==> config.mk <==
export PLATFORM = sky130hd
export DESIGN_NAME = generational_handle_table
export DESIGN_NICKNAME = d
export VERILOG_FILES = /design/src/rtl/core/ght_pkg.sv /design/src/rtl/core/ght_ctrl.sv /design/src/rtl/core/ght_datapath.sv /design/src/rtl/core/generational_handle_table.sv
export SDC_FILE = /design/constraint.sdc
export NUM_CORES = 1
export LEC_CHECK = 0
export ABC_AREA = 1
export BUFFER_PORTS_ARGS = -buffer_cell sky130_fd_sc_hd__buf_4
export CORE_MARGIN = 4
export CORE_UTILIZATION = 30
export CTS_CLUSTER_SIZE = 30
export DETAILED_ROUTE_END_ITERATION = 16
export PLACE_DENSITY = 0.41
export SETUP_SLACK_MARGIN = 0.5
export SLEW_MARGIN = 20
export SYNTH_ARGS = -nofsm -noshare
export SYNTH_HDL_FRONTEND = slang
export SYNTH_SLANG_ARGS = --single-unit
export TNS_END_PERCENT = 10
==> constraint.sdc <==
create_clock -name clk_i -period 14.39 [get_ports clk_i]
set_input_delay 0.7195 -clock clk_i [delete_from_list [all_inputs] [get_ports clk_i]]
set_output_delay 0.7195 -clock clk_i [all_outputs]
set_load 0.005 [all_outputs]
==> src/rtl/core/ght_pkg.sv <==
// ght_pkg: status and command codes, controller/datapath interface structs
// and the group priority encoder for the generational handle table
// no dependencies
`timescale 1ns / 1ps

package ght_pkg;

  // command codes
  localparam logic [1:0] CMD_CREATE  = 2'd0;
  localparam logic [1:0] CMD_REMOVE  = 2'd1;
  localparam logic [1:0] CMD_TOUCH   = 2'd2;
  localparam logic [1:0] CMD_RESOLVE = 2'd3;

  // result status codes
  localparam logic [2:0] ST_OK            = 3'd0;
  localparam logic [2:0] ST_INVALID       = 3'd1;
  localparam logic [2:0] ST_UNSUPPORTED   = 3'd2;
  localparam logic [2:0] ST_FULL          = 3'd3;
  localparam logic [2:0] ST_GEN_EXHAUSTED = 3'd4;
  localparam logic [2:0] ST_COLLISION_BAD = 3'd5;
  localparam logic [2:0] ST_REV_EXHAUSTED = 3'd6;
  localparam logic [2:0] ST_STALE         = 3'd7;

  localparam logic [7:0] GEN_MAX = 8'hff;

  // slots examined per scan cycle
  localparam int GRP_BITS = 16;
  localparam int GRP_POS_W = 4;

  // controller to datapath
  typedef struct packed {
    logic load;   // capture the input transaction
    logic check;  // early request checks, clear scan pointer
    logic scan;   // examine one group of slots
    logic read;   // read the generation memory
    logic exec;   // apply the command and settle the status
    logic emit;   // load the output register
  } ctrl_cmd_t;

  // datapath to controller
  typedef struct packed {
    logic early_done;  // request settled without a slot lookup
    logic is_create;
    logic scan_hit;
    logic scan_last;
    logic out_free;
  } dp_stat_t;

  typedef struct packed {
    logic                 hit;
    logic [GRP_POS_W-1:0] pos;
  } prio_t;

  // lowest clear bit of a group
  function automatic prio_t prio_free(input logic [GRP_BITS-1:0] bits);
    prio_t r;
    r.hit = 1'b0;
    r.pos = '0;
    for (int i = GRP_BITS - 1; i >= 0; i--) begin
      if (!bits[i]) begin
        r.hit = 1'b1;
        r.pos = GRP_POS_W'(i);
      end
    end
    return r;
  endfunction

endpackage

==> src/rtl/core/ght_ctrl.sv <==
// ght_ctrl: sequencing state machine of the generational handle table
// depends on ght_pkg
`timescale 1ns / 1ps

module ght_ctrl (
  input  logic               clk_i,
  input  logic               rst_ni,
  input  logic               in_valid_i,
  output logic               in_stall_o,
  input  ght_pkg::dp_stat_t  stat_i,
  output ght_pkg::ctrl_cmd_t cmd_o
);

  localparam logic [2:0] S_IDLE  = 3'd0;
  localparam logic [2:0] S_CHECK = 3'd1;
  localparam logic [2:0] S_SCAN  = 3'd2;
  localparam logic [2:0] S_READ  = 3'd3;
  localparam logic [2:0] S_EXEC  = 3'd4;
  localparam logic [2:0] S_DONE  = 3'd5;

  logic [2:0] state_q, state_d;

  always_comb begin
    state_d = state_q;
    cmd_o   = '0;
    case (state_q)
      S_IDLE: begin
        if (in_valid_i) begin
          cmd_o.load = 1'b1;
          state_d    = S_CHECK;
        end
      end
      S_CHECK: begin
        cmd_o.check = 1'b1;
        if (stat_i.early_done) begin
          state_d = S_DONE;
        end else if (stat_i.is_create) begin
          state_d = S_SCAN;
        end else begin
          state_d = S_READ;
        end
      end
      S_SCAN: begin
        cmd_o.scan = 1'b1;
        if (stat_i.scan_hit) begin
          state_d = S_READ;
        end else if (stat_i.scan_last) begin
          state_d = S_DONE;
        end
      end
      S_READ: begin
        cmd_o.read = 1'b1;
        state_d    = S_EXEC;
      end
      S_EXEC: begin
        cmd_o.exec = 1'b1;
        state_d    = S_DONE;
      end
      S_DONE: begin
        if (stat_i.out_free) begin
          cmd_o.emit = 1'b1;
          state_d    = S_IDLE;
        end
      end
      default: begin
        state_d = S_IDLE;
      end
    endcase
  end

  assign in_stall_o = (state_q != S_IDLE);

  always_ff @(posedge clk_i or negedge rst_ni) begin
    if (!rst_ni) begin
      state_q <= S_IDLE;
    end else begin
      state_q <= state_d;
    end
  end

endmodule

==> src/rtl/core/ght_datapath.sv <==
// ght_datapath: slot occupancy, generation memory, counters and result register
// depends on ght_pkg
`timescale 1ns / 1ps

module ght_datapath #(
  parameter int SLOT_COUNT = 64
) (
  input  logic               clk_i,
  input  logic               rst_ni,
  input  ght_pkg::ctrl_cmd_t cmd_i,
  output ght_pkg::dp_stat_t  stat_o,
  input  logic [1:0]         command_i,
  input  logic signed [31:0] handle_i,
  input  logic signed [15:0] model_id_i,
  input  logic [4:0]         name_length_i,
  input  logic               position_finite_i,
  input  logic               below_ground_i,
  input  logic               no_offset_i,
  input  logic               collision_base_ok_i,
  output logic               out_valid_o,
  input  logic               out_stall_i,
  output logic [2:0]         status_o,
  output logic [23:0]        handle_out_o,
  output logic [6:0]         live_count_o,
  output logic [63:0]        revision_o
);

  localparam int IDX_W = (SLOT_COUNT > 1) ? $clog2(SLOT_COUNT) : 1;
  localparam int CNT_W = $clog2(SLOT_COUNT + 1);
  localparam int NGRP  = (SLOT_COUNT + ght_pkg::GRP_BITS - 1) / ght_pkg::GRP_BITS;
  localparam int GRP_W = (NGRP > 1) ? $clog2(NGRP) : 1;
  localparam int SIDX_W = GRP_W + ght_pkg::GRP_POS_W;

  // captured transaction
  logic [1:0]  cmd_q;
  logic        h_neg_q;
  logic [7:0]  h_gen_q;
  logic [15:0] h_idx_q;
  logic        req_bad_q, below_q, coll_bad_q;

  // table state
  logic [SLOT_COUNT-1:0] used_q;
  logic [SLOT_COUNT-1:0] gen_vld_q;
  logic [7:0]            gen_mem [SLOT_COUNT];
  logic [CNT_W-1:0]      cnt_q;
  logic [63:0]           rev_q;

  // per-item working registers
  logic [GRP_W-1:0] grp_q;
  logic [IDX_W-1:0] slot_q;
  logic [7:0]       rd_gen_q;
  logic             rd_vld_q;
  logic [2:0]       res_status_q;
  logic [23:0]      res_handle_q;

  // output register
  logic        out_valid_q;
  logic [2:0]  out_status_q;
  logic [23:0] out_handle_q;
  logic [6:0]  out_live_q;
  logic [63:0] out_rev_q;

  logic                         is_create, oor, early_done;
  logic [2:0]                   early_status;
  logic [NGRP*ght_pkg::GRP_BITS-1:0] used_pad;
  ght_pkg::prio_t               prio;
  logic [SIDX_W-1:0]            scan_idx;
  logic                         scan_last;
  logic [IDX_W-1:0]             rd_addr;
  logic [7:0]                   gen_cur, gen_next;
  logic                         bump, commit_create, gen_match;
  logic                         commit_remove, commit_touch;
  logic [CNT_W+6:0]             cnt_ext;

  assign is_create = (cmd_q == ght_pkg::CMD_CREATE);
  assign oor       = ({1'b0, h_idx_q} >= 17'(SLOT_COUNT));

  always_comb begin
    early_done   = 1'b0;
    early_status = ght_pkg::ST_OK;
    if (is_create) begin
      if (req_bad_q) begin
        early_done   = 1'b1;
        early_status = ght_pkg::ST_INVALID;
      end else if (below_q) begin
        early_done   = 1'b1;
        early_status = ght_pkg::ST_UNSUPPORTED;
      end
    end else if (h_neg_q && cmd_q == ght_pkg::CMD_REMOVE) begin
      early_done   = 1'b1;
      early_status = ght_pkg::ST_INVALID;
    end else if (h_neg_q || oor || !used_q[h_idx_q[IDX_W-1:0]]) begin
      early_done   = 1'b1;
      early_status = ght_pkg::ST_STALE;
    end
  end

  // padding slots count as used so the scan never lands on them
  always_comb begin
    used_pad                 = '1;
    used_pad[SLOT_COUNT-1:0] = used_q;
  end

  assign prio      = ght_pkg::prio_free(used_pad[grp_q*ght_pkg::GRP_BITS +: ght_pkg::GRP_BITS]);
  assign scan_idx  = {grp_q, prio.pos};
  assign scan_last = (grp_q == GRP_W'(NGRP - 1));
  assign rd_addr   = is_create ? slot_q : h_idx_q[IDX_W-1:0];

  assign gen_cur       = rd_vld_q ? rd_gen_q : 8'd0;
  assign gen_next      = gen_cur + 8'd1;
  assign bump          = cmd_i.exec && is_create && (gen_cur != ght_pkg::GEN_MAX);
  assign commit_create = bump && !coll_bad_q && !(&rev_q);
  assign gen_match     = (gen_cur == h_gen_q);
  assign commit_remove = cmd_i.exec && gen_match && (cmd_q == ght_pkg::CMD_REMOVE);
  assign commit_touch  = cmd_i.exec && gen_match && (cmd_q == ght_pkg::CMD_TOUCH);

  assign stat_o.early_done = early_done;
  assign stat_o.is_create  = is_create;
  assign stat_o.scan_hit   = prio.hit;
  assign stat_o.scan_last  = scan_last;
  assign stat_o.out_free   = !out_valid_q || !out_stall_i;

  // generation memory
  always_ff @(posedge clk_i) begin
    if (bump) begin
      gen_mem[slot_q] <= gen_next;
    end
    if (cmd_i.read) begin
      rd_gen_q <= gen_mem[rd_addr];
    end
  end

  // captured fields and per-item registers
  always_ff @(posedge clk_i) begin
    if (cmd_i.load) begin
      cmd_q      <= command_i;
      h_neg_q    <= handle_i[31];
      h_gen_q    <= handle_i[23:16];
      h_idx_q    <= handle_i[15:0];
      req_bad_q  <= !position_finite_i || model_id_i[15] || (name_length_i == 5'd0);
      below_q    <= below_ground_i;
      coll_bad_q <= !no_offset_i && !collision_base_ok_i;
    end
    if (cmd_i.check) begin
      grp_q        <= '0;
      res_status_q <= early_status;
      res_handle_q <= '0;
    end
    if (cmd_i.scan) begin
      if (prio.hit) begin
        slot_q <= scan_idx[IDX_W-1:0];
      end else if (scan_last) begin
        res_status_q <= ght_pkg::ST_FULL;
      end else begin
        grp_q <= grp_q + GRP_W'(1);
      end
    end
    if (cmd_i.read) begin
      rd_vld_q <= gen_vld_q[rd_addr];
    end
    if (cmd_i.exec) begin
      if (is_create) begin
        if (gen_cur == ght_pkg::GEN_MAX) begin
          res_status_q <= ght_pkg::ST_GEN_EXHAUSTED;
        end else if (coll_bad_q) begin
          res_status_q <= ght_pkg::ST_COLLISION_BAD;
        end else if (&rev_q) begin
          res_status_q <= ght_pkg::ST_REV_EXHAUSTED;
        end else begin
          res_status_q <= ght_pkg::ST_OK;
          res_handle_q <= {gen_next, 16'(slot_q)};
        end
      end else begin
        res_status_q <= gen_match ? ght_pkg::ST_OK : ght_pkg::ST_STALE;
      end
    end
  end

  // table state and counters
  always_ff @(posedge clk_i or negedge rst_ni) begin
    if (!rst_ni) begin
      used_q    <= '0;
      gen_vld_q <= '0;
      cnt_q     <= '0;
      rev_q     <= '0;
    end else begin
      if (bump) begin
        gen_vld_q[slot_q] <= 1'b1;
      end
      if (commit_create) begin
        used_q[slot_q] <= 1'b1;
        cnt_q          <= cnt_q + CNT_W'(1);
        rev_q          <= rev_q + 64'd1;
      end
      if (commit_remove) begin
        used_q[h_idx_q[IDX_W-1:0]] <= 1'b0;
        cnt_q                      <= cnt_q - CNT_W'(1);
        rev_q                      <= rev_q + 64'd1;
      end
      if (commit_touch) begin
        rev_q <= rev_q + 64'd1;
      end
    end
  end

  assign cnt_ext = {7'd0, cnt_q};

  always_ff @(posedge clk_i or negedge rst_ni) begin
    if (!rst_ni) begin
      out_valid_q <= 1'b0;
    end else if (cmd_i.emit) begin
      out_valid_q <= 1'b1;
    end else if (!out_stall_i) begin
      out_valid_q <= 1'b0;
    end
  end

  always_ff @(posedge clk_i) begin
    if (cmd_i.emit) begin
      out_status_q <= res_status_q;
      out_handle_q <= res_handle_q;
      out_live_q   <= cnt_ext[6:0];
      out_rev_q    <= rev_q;
    end
  end

  assign out_valid_o  = out_valid_q;
  assign status_o     = out_status_q;
  assign handle_out_o = out_handle_q;
  assign live_count_o = out_live_q;
  assign revision_o   = out_rev_q;

endmodule

==> src/rtl/core/generational_handle_table.sv <==
// generational_handle_table: top level, controller plus datapath
// depends on ght_pkg, ght_ctrl, ght_datapath
`timescale 1ns / 1ps

// channel   direction  handshake               payload
// in        input      in_valid_i / in_stall_o  command, handle, model_id, flags
// out       output     out_valid_o / out_stall_i status, handle_out, live_count, revision
//
// one transaction at a time; steps from acceptance to the output register:
//   rejected (bad fields, negative or out-of-range handle, free slot): load, check, emit
//   remove, touch, resolve of an occupied slot: load, check, read, execute, emit
//   create: load, check, scan of g groups of 16 slots up to the first free one,
//   at most ceil(SLOT_COUNT/16), then read, execute, emit; a full pool emits after the last group;
//   the generation memory read is registered
// reset clears occupancy and generation-valid flip-flops at once, no clearing pass
// a stalled result holds in the output register; the next transaction is taken
// meanwhile and waits in its final state until the register frees up

module generational_handle_table #(
  parameter int SLOT_COUNT = 64
) (
  input  logic               clk_i,
  input  logic               rst_ni,
  input  logic               in_valid_i,
  output logic               in_stall_o,
  input  logic [1:0]         command_i,
  input  logic signed [31:0] handle_i,
  input  logic signed [15:0] model_id_i,
  input  logic [4:0]         name_length_i,
  input  logic               position_finite_i,
  input  logic               below_ground_i,
  input  logic               no_offset_i,
  input  logic               collision_base_ok_i,
  output logic               out_valid_o,
  input  logic               out_stall_i,
  output logic [2:0]         status_o,
  output logic [23:0]        handle_out_o,
  output logic [6:0]         live_count_o,
  output logic [63:0]        revision_o
);

  // command and status between the sequencer and the datapath
  ght_pkg::ctrl_cmd_t cmd;
  ght_pkg::dp_stat_t  stat;

  // sequencer: accept, check, scan, read, execute, emit
  ght_ctrl u_ctrl (
    .clk_i      (clk_i),
    .rst_ni     (rst_ni),
    .in_valid_i (in_valid_i),
    .in_stall_o (in_stall_o),
    .stat_i     (stat),
    .cmd_o      (cmd)
  );

  // slot table, generation memory, counters and output register
  ght_datapath #(
    .SLOT_COUNT (SLOT_COUNT)
  ) u_dp (
    .clk_i               (clk_i),
    .rst_ni              (rst_ni),
    .cmd_i               (cmd),
    .stat_o              (stat),
    .command_i           (command_i),
    .handle_i            (handle_i),
    .model_id_i          (model_id_i),
    .name_length_i       (name_length_i),
    .position_finite_i   (position_finite_i),
    .below_ground_i      (below_ground_i),
    .no_offset_i         (no_offset_i),
    .collision_base_ok_i (collision_base_ok_i),
    .out_valid_o         (out_valid_o),
    .out_stall_i         (out_stall_i),
    .status_o            (status_o),
    .handle_out_o        (handle_out_o),
    .live_count_o        (live_count_o),
    .revision_o          (revision_o)
  );

`ifndef SYNTH
  // the sequencer issues at most one step per cycle
  a_one_step: assert property (@(posedge clk_i) disable iff (!rst_ni)
    $onehot0({cmd.load, cmd.check, cmd.scan, cmd.read, cmd.exec, cmd.emit}))
    else $error("more than one datapath step in a cycle");

  // an accepted transaction is checked in the next cycle
  a_check_follows: assert property (@(posedge clk_i) disable iff (!rst_ni)
    (in_valid_i && !in_stall_o) |=> cmd.check)
    else $error("accepted transaction not checked");

  // a result is only loaded when the output register can take it
  a_emit_free: assert property (@(posedge clk_i) disable iff (!rst_ni)
    cmd.emit |-> stat.out_free)
    else $error("result loaded over a pending result");

  // only a successful create carries a handle
  a_handle_zero: assert property (@(posedge clk_i) disable iff (!rst_ni)
    (out_valid_o && status_o != ght_pkg::ST_OK) |-> (handle_out_o == 24'd0))
    else $error("handle reported on a failed transaction");
`endif

endmodule
* After elaboration in Yosys (flattened, before gate mapping)
Memories as Yosys holds them, arrays and structs flattened. A register that Yosys moved wholly into a read port is not among the register bits.
Index checks and enable logic that the tools add are counted.
** Cells by class
- Bitwise operators :: 4
- Multipliers :: 0
- Add/subtract/negate cells :: 5
- Div/mod/pow operators :: 0
- Reductions and logical operators :: 36
- Order comparisons :: 6
- Equality and inequality tests :: 15
- Muxes and demuxes :: 82
- Shift-type cells :: 1
** Operator list (number)
- 64-bit two-way mux :: 5
- 24-bit two-way mux :: 6
- 64-bit OR :: 2
- 5-bit two-way mux :: 16
- 64-bit by 1-bit adder with 64-bit output, second input constant :: 1
- 64-bit bitwise AND :: 1
- 64-bit inverter :: 1
- 64-bit AND reduction :: 1
- 64-bit by 7-bit indexed part select with 16-bit output :: 1
- 3-bit two-way mux :: 19
- 1-bit two-way mux :: 22
- 6-bit by 7-bit < comparator with 1-bit output, second input constant :: 3
- 3-bit one-hot mux with 6 select lines :: 1
- 16-bit by 7-bit greater-or-equal comparator with 1-bit output, second input constant :: 1
- 7-bit two-way mux :: 2
- 1-bit binary-select mux with 6-bit select :: 2
- 1-bit demux with 6-bit select :: 2
- 6-bit by 1-bit greater-or-equal comparator with 1-bit output, second input constant :: 2
- 1-bit logical AND :: 11
- 2-bit two-way mux :: 5
- 8-bit by 1-bit adder with 8-bit output, second input constant :: 1
- 8-bit == test :: 1
- 8-bit == test, second input constant :: 1
- 1-bit logical NOT :: 8
- 24 further kinds :: 34
** Word-level totals
- Register bits :: 367
- Word-level logic and storage cells :: 176
- Latch bits :: 0
- RAM bits :: 512
- Output and inout port bits :: 100
- Input bits :: 63
- ROM bits :: 0
- Memories kept :: 1
** Memory list
- u_dp.gen_mem :: words 64, bits a word 8, read ports 1, clocked after memory_dff 1, wr ports 1, line ght_datapath.sv:44 : logic [7:0] gen_mem [SLOT_COUNT];

* Depth between registers and ports, before layout
- Depth in word-level cells :: 20
- Depth in mapped cells :: 20
- Gate-level depth less buffers :: 18

* Cells and area by module
Synthesis repeated with hierarchy kept, for this count alone.
** Unflattened totals
- Cell total of the unflattened synthesis :: 3445
- Area total of the unflattened synthesis :: 37755.0 um2
** Modules (own cells, without submodules)
- ght_datapath :: seq. area each 25254.2 um2, area each 37506.0 um2, times used 1, cells an instance 3402
- ght_ctrl :: seq. area each 75.1 um2, area each 249.0 um2, times used 1, cells an instance 43

* Least setup slack after synthesis
OpenSTA, ideal clock, no wires.
- Path type :: input to register
- From :: input port out_stall_i
- To :: register u_dp.out_handle_q[0] (netlist: u_dp.handle_out_o[0]) (enable)
- Path slack :: 8.331 ns
- Library setup time :: 0.588 ns
- Buffers on the path :: 0
- Required time :: 13.802 ns
- Cell stages on the path :: 1
- Arrival time :: 5.472 ns
- Cells stage by stage :: a21oi_1
** Between the ends
- Word-level cells in the longest chain between the ends :: 4
** Ends and longest elaborated chain
- from (decl) :: line generational_handle_table.sv:35 : input logic out_stall_i,
- 1-bit logical NOT :: line ght_datapath.sv:121 : assign stat_o.out_free = !out_valid_q || !out_stall_i;
- 1-bit logical OR :: line ght_datapath.sv:121
- 1-bit two-way mux :: line ght_ctrl.sv:60 : if (stat_i.out_free) begin
- 1-bit two-way mux :: line ght_ctrl.sv:26 : case (state_q)
- to (signal assigned) :: line ght_datapath.sv:221 : out_handle_q <= res_handle_q;
- to (decl) :: line ght_datapath.sv:59 : logic [23:0] out_handle_q;
Every way passes these cells.
A chain may end at the register's enable or synchronous reset.

* Worst setup path in the final report
- From :: register u_dp.rd_vld_q
- To :: register u_dp.rev_q[44]
** Between the ends
- Word-level cells in the longest chain between the ends :: 6
- Elaborated cells on any way between the ends :: 12
- Those cells by class :: eq/ne: 2; mux: 3; reduce/logical: 7
** Ends and longest elaborated chain
- from (decl) :: line ght_datapath.sv:52 : logic rd_vld_q;
- from (signal assigned) :: line ght_datapath.sv:159 : rd_vld_q <= gen_vld_q[rd_addr];
- 8-bit two-way mux * :: line ght_datapath.sv:109 : assign gen_cur = rd_vld_q ? rd_gen_q : 8'd0;
- 8-bit == test / 8-bit != test (equally long branches) :: line ght_datapath.sv:113, ght_datapath.sv:111
- 1-bit logical AND, on equally long branches :: line ght_datapath.sv:114, ght_datapath.sv:115, ght_datapath.sv:111
- 1-bit logical AND, on equally long branches :: line ght_datapath.sv:114, ght_datapath.sv:112
- 64-bit two-way mux / 1-bit logical AND (equally long branches) :: line ght_datapath.sv:195, ght_datapath.sv:112
- 64-bit two-way mux / 3-bit nonzero test (equally long branches)
- to (signal assigned) :: line ght_datapath.sv:193 : rev_q <= rev_q + 64'd1;
- to (signal assigned) :: line ght_datapath.sv:198 : rev_q <= rev_q + 64'd1;
- to (signal assigned) :: line ght_datapath.sv:201 : rev_q <= rev_q + 64'd1;
- to (decl) :: line ght_datapath.sv:46 : logic [63:0] rev_q;
Every way passes the cells marked *; elsewhere a longest branch is shown, timed or not.

==> out/qor.yml <==
cp_max_fo: 81
worstMarginPinSlew_ps: 1133
reg2reg_depth: 14
setup_violations: 0
cts.path.max_buffers: 3
clkTransAtPathRegs_ps: 60
final_nets: 3526
reg2reg_to: "u_dp.rev_q[44]"
core-area_um2: 124300
cts_buffers: 101
ir_drop_uv: 85.09
worst_slew_margin_rel_pct: 24.19
cts_tree: "built"
routabilityCongestion: 0.8772
synth_edf_count: 655
final_antenna_net_count: 0
clock-sinks: 887
timing.final.crit_share_pct: 38.44
h-tree-depth: 3
end_kind: "flip-flop"
path_depth: 14
rrSetupSlack_ps: 8860
cp.arrival_ps: 6080
dp_cells: 4987
synth_ff_type: "edfxtp_1"
antenna_cells: 0
drcViolationCount: 0
grt-ovfl-total: 0
drive_gt1_share_pct: 13.56
netlist_area_um2: 37750
max_cap_violations: 0
synth.distinct_cells: 53
hold_path_depth: 1
status: "finished clean"
async_flop_share_pct: 22.89
hold_class: "in2reg"
rsz0062_at_grt: "no"
clock-root-buffer: "clkbuf_16"
p_per_area_nw_per_um2: 155.5
numPortBuffers: 140
final_cells: 5178
ys.warnings.count: 0
ys_ff_latch: 887
fmax_ghz: 0.1808
path_delay_family: "simple AND/OR/NAND/NOR gates"
grt_pass1_vias: 25442
min_from: "handle_i[10]"
drv_slew: 0
crit_top_cell: "nand2_1"
vias_per_cell: 5.038
grt_antenna_before_repair: 0
power_leakage_nw: 15.93
drt_iter0_drc: 2237
finClkSkew_ps: 58.53
grt_max_degree: 164
crit_type: "reg2reg"
layout_common_cells: "edfxtp_1, nor2_1, nand2_1, o21ai_0, inv_1"
grtUsageTotal_pct: 17.72
syn-num-nets: 3422
mostFrequentLayoutCell: "edfxtp_1"
finalHoldViolCount: 0
ioPinCount: 163
syn_inst: 3350
num-fill-cells: 12444
num_rows: 129
yosysSeqAreaShare_pct: 67.09
wl_um: 119000
period_minus_slack_ps: 5532
holdPathEnd: "u_dp.h_idx_q[10]"
critPathRequiredTime_ps: 14940
max_stage_delay_ps: 750
dieWidth_um: 362.7
crit_buf_inv: 4
initial_core_util_pct: 30.38
area_growth_syn_to_layout_pct: 16.75
dp_hpwl_um: 71850
die_area_um2: 131600
fin_setup_tns_ps: 0
r2r_start: "u_dp.rd_vld_q"
grt_first_pass_wirelength_um: 175100
clk_latency_ps: 690
cp-start-kind: "flip-flop"
vias: 26088
first_pass_iters: 5
wl_per_cell_um: 22.98
worstPathCellList: "nand2_1 > inv_1 > ha_2 > inv_1 > nor3_2 > nand4_1 > nand2_1 > inv_2 > nand3_2 > nand2_4 > nor2_8 > inv_4 > nand2_1 > o21ai_1"
avgSynthCellArea_um2: 11.27
fp.dieH_um: 362.7
cp_slowest_cell: "nor2_8"
worst max path at each step:
stage | start | end | slack [ps]
after CTS | u_dp.rd_vld_q | u_dp.rev_q[10] | 8820
after floorplan | out_stall_i | u_dp.handle_out_o[0] | 8330
final | u_dp.rd_vld_q | u_dp.rev_q[44] | 8860
after global routing | u_dp.rd_vld_q | u_dp.rev_q[45] | 8390
after detailed placement | u_dp.rd_vld_q | u_dp.rev_q[10] | 8840
after global placement | u_dp.rd_vld_q | u_dp.rev_q[10] | 8820
what timing repair did:
action / 4_1_cts / 5_1_grt
buffers inserted: 0 / 0
resized for setup: 0 / 0
hold endpoints to repair: 8 / 0
hold buffers: 1 / 0
flip-flops by register name (all words and copies together) (netlist names), 2 cells and up:
name               count
u_dp.cmd_q             2
u_dp.handle_out_o     24
u_dp.slot_q            6
u_dp.h_gen_q           8
u_dp.gen_mem         512
u_ctrl.state_q         3
u_dp.used_pad         64
u_dp.gen_vld_q        64
u_dp.rev_q            64
u_dp.grp_q             2
u_dp.revision_o       64
u_dp.res_handle_q     24
u_dp.status_o          3
u_dp.cnt_q             7
u_dp.rd_gen_q          8
u_dp.h_idx_q          16
u_dp.live_count_o      7
u_dp.res_status_q      3
report_power, final:
part           switching [mW]  internal, mW
Sequential             0.0769          2.93
Combinational           0.811         0.354
Clock                    1.08          1.60
Total                    1.97          4.88
logic make-up (layout without fill, tap and decap cells):
kind of cell,after synthesis,after routing,synth area share (%)
DFF,887,887,67.09
xor gates and xnor gates,74,74,1.717
and+or+nand+nor,1217,1217,14.45
buffers and inverters,425,616,4.573
adders and majority gates,9,9,0.3182
AOI/OAI and AO/OA,738,738,11.85
synth_stat cells (9+ instances only):
library cell	instances	area share, %
xnor2_1	9	0.21
or2_2	58	0.96
nand2_1	362	3.6
nor2_1	458	4.6
nand3b_1	11	0.22
nand4_1	23	0.38
nor3_1	69	0.91
nor4_1	74	1.2
o21ai_0	315	4.2
o21ai_1	45	0.60
dfxtp_1	29	1.5
a21oi_1	37	0.49
o22ai_1	146	2.4
nand3_1	119	1.6
buf_2	40	0.53
xor2_1	65	1.5
dfrtp_1	203	13
o21ai_2	20	0.46
edfxtp_1	655	52
nand2_2	14	0.23
o221ai_1	67	1.6
inv_1	221	2.2
o211ai_1	87	1.7
clkbuf_1	120	1.2
inv_2	14	0.14
routing by layer:
metal | GRT usage (%) | share of wire (%) | vias up
li1 | - | - | 12236
met1 | 24.83 | 46 | 13011
met2 | 29.17 | 48 | 672
met3 | 2.061 | 4.3 | 169
met4 | 4.891 | 2.4 | 0
met5 | 0 | 0 | -
worst register-to-register path: cells and delay by family (launching register included):
family / cells / cell delay, ps
and+or+nand+nor: 8 / 3610
adders and majority gates: 1 / 150
AOI/OAI and AO/OA: 1 / 80
buffers and inverters: 4 / 1040
DFF: 1 / 530
layout make-up:
| cell class | count | area, µm² | area share (%) |
|---|---|---|---|
| inverters | 243 | 924.6 | 2.098 |
| clock inverters | 48 | 620.6 | 1.408 |
| flip-flops and latches | 887 | 25330 | 57.47 |
| repair buffers | 183 | 1421 | 3.225 |
| clock buffers | 142 | 2873 | 6.518 |
| multi-input cells | 2038 | 10860 | 24.64 |
| well taps | 1637 | 2048 | 4.647 |
stage by stage:
stage	utilization [%]	setup WS, ps	hold WS (ps)	power (mW)	area, µm²
after CTS	35.46	8816	135.4	6.954	44070
after detailed placement	32.64	8840	419.9	4.254	40570
after global placement	32.64	8821	412.9	4.255	40570
final	35.46	8858	197.4	6.854	44080
after global routing	35.46	8387	158.1	7.170	44080
after floorplan	-	8331	408.6	3.719	37750
Note: power is estimated with default switching activity, not from simulation.
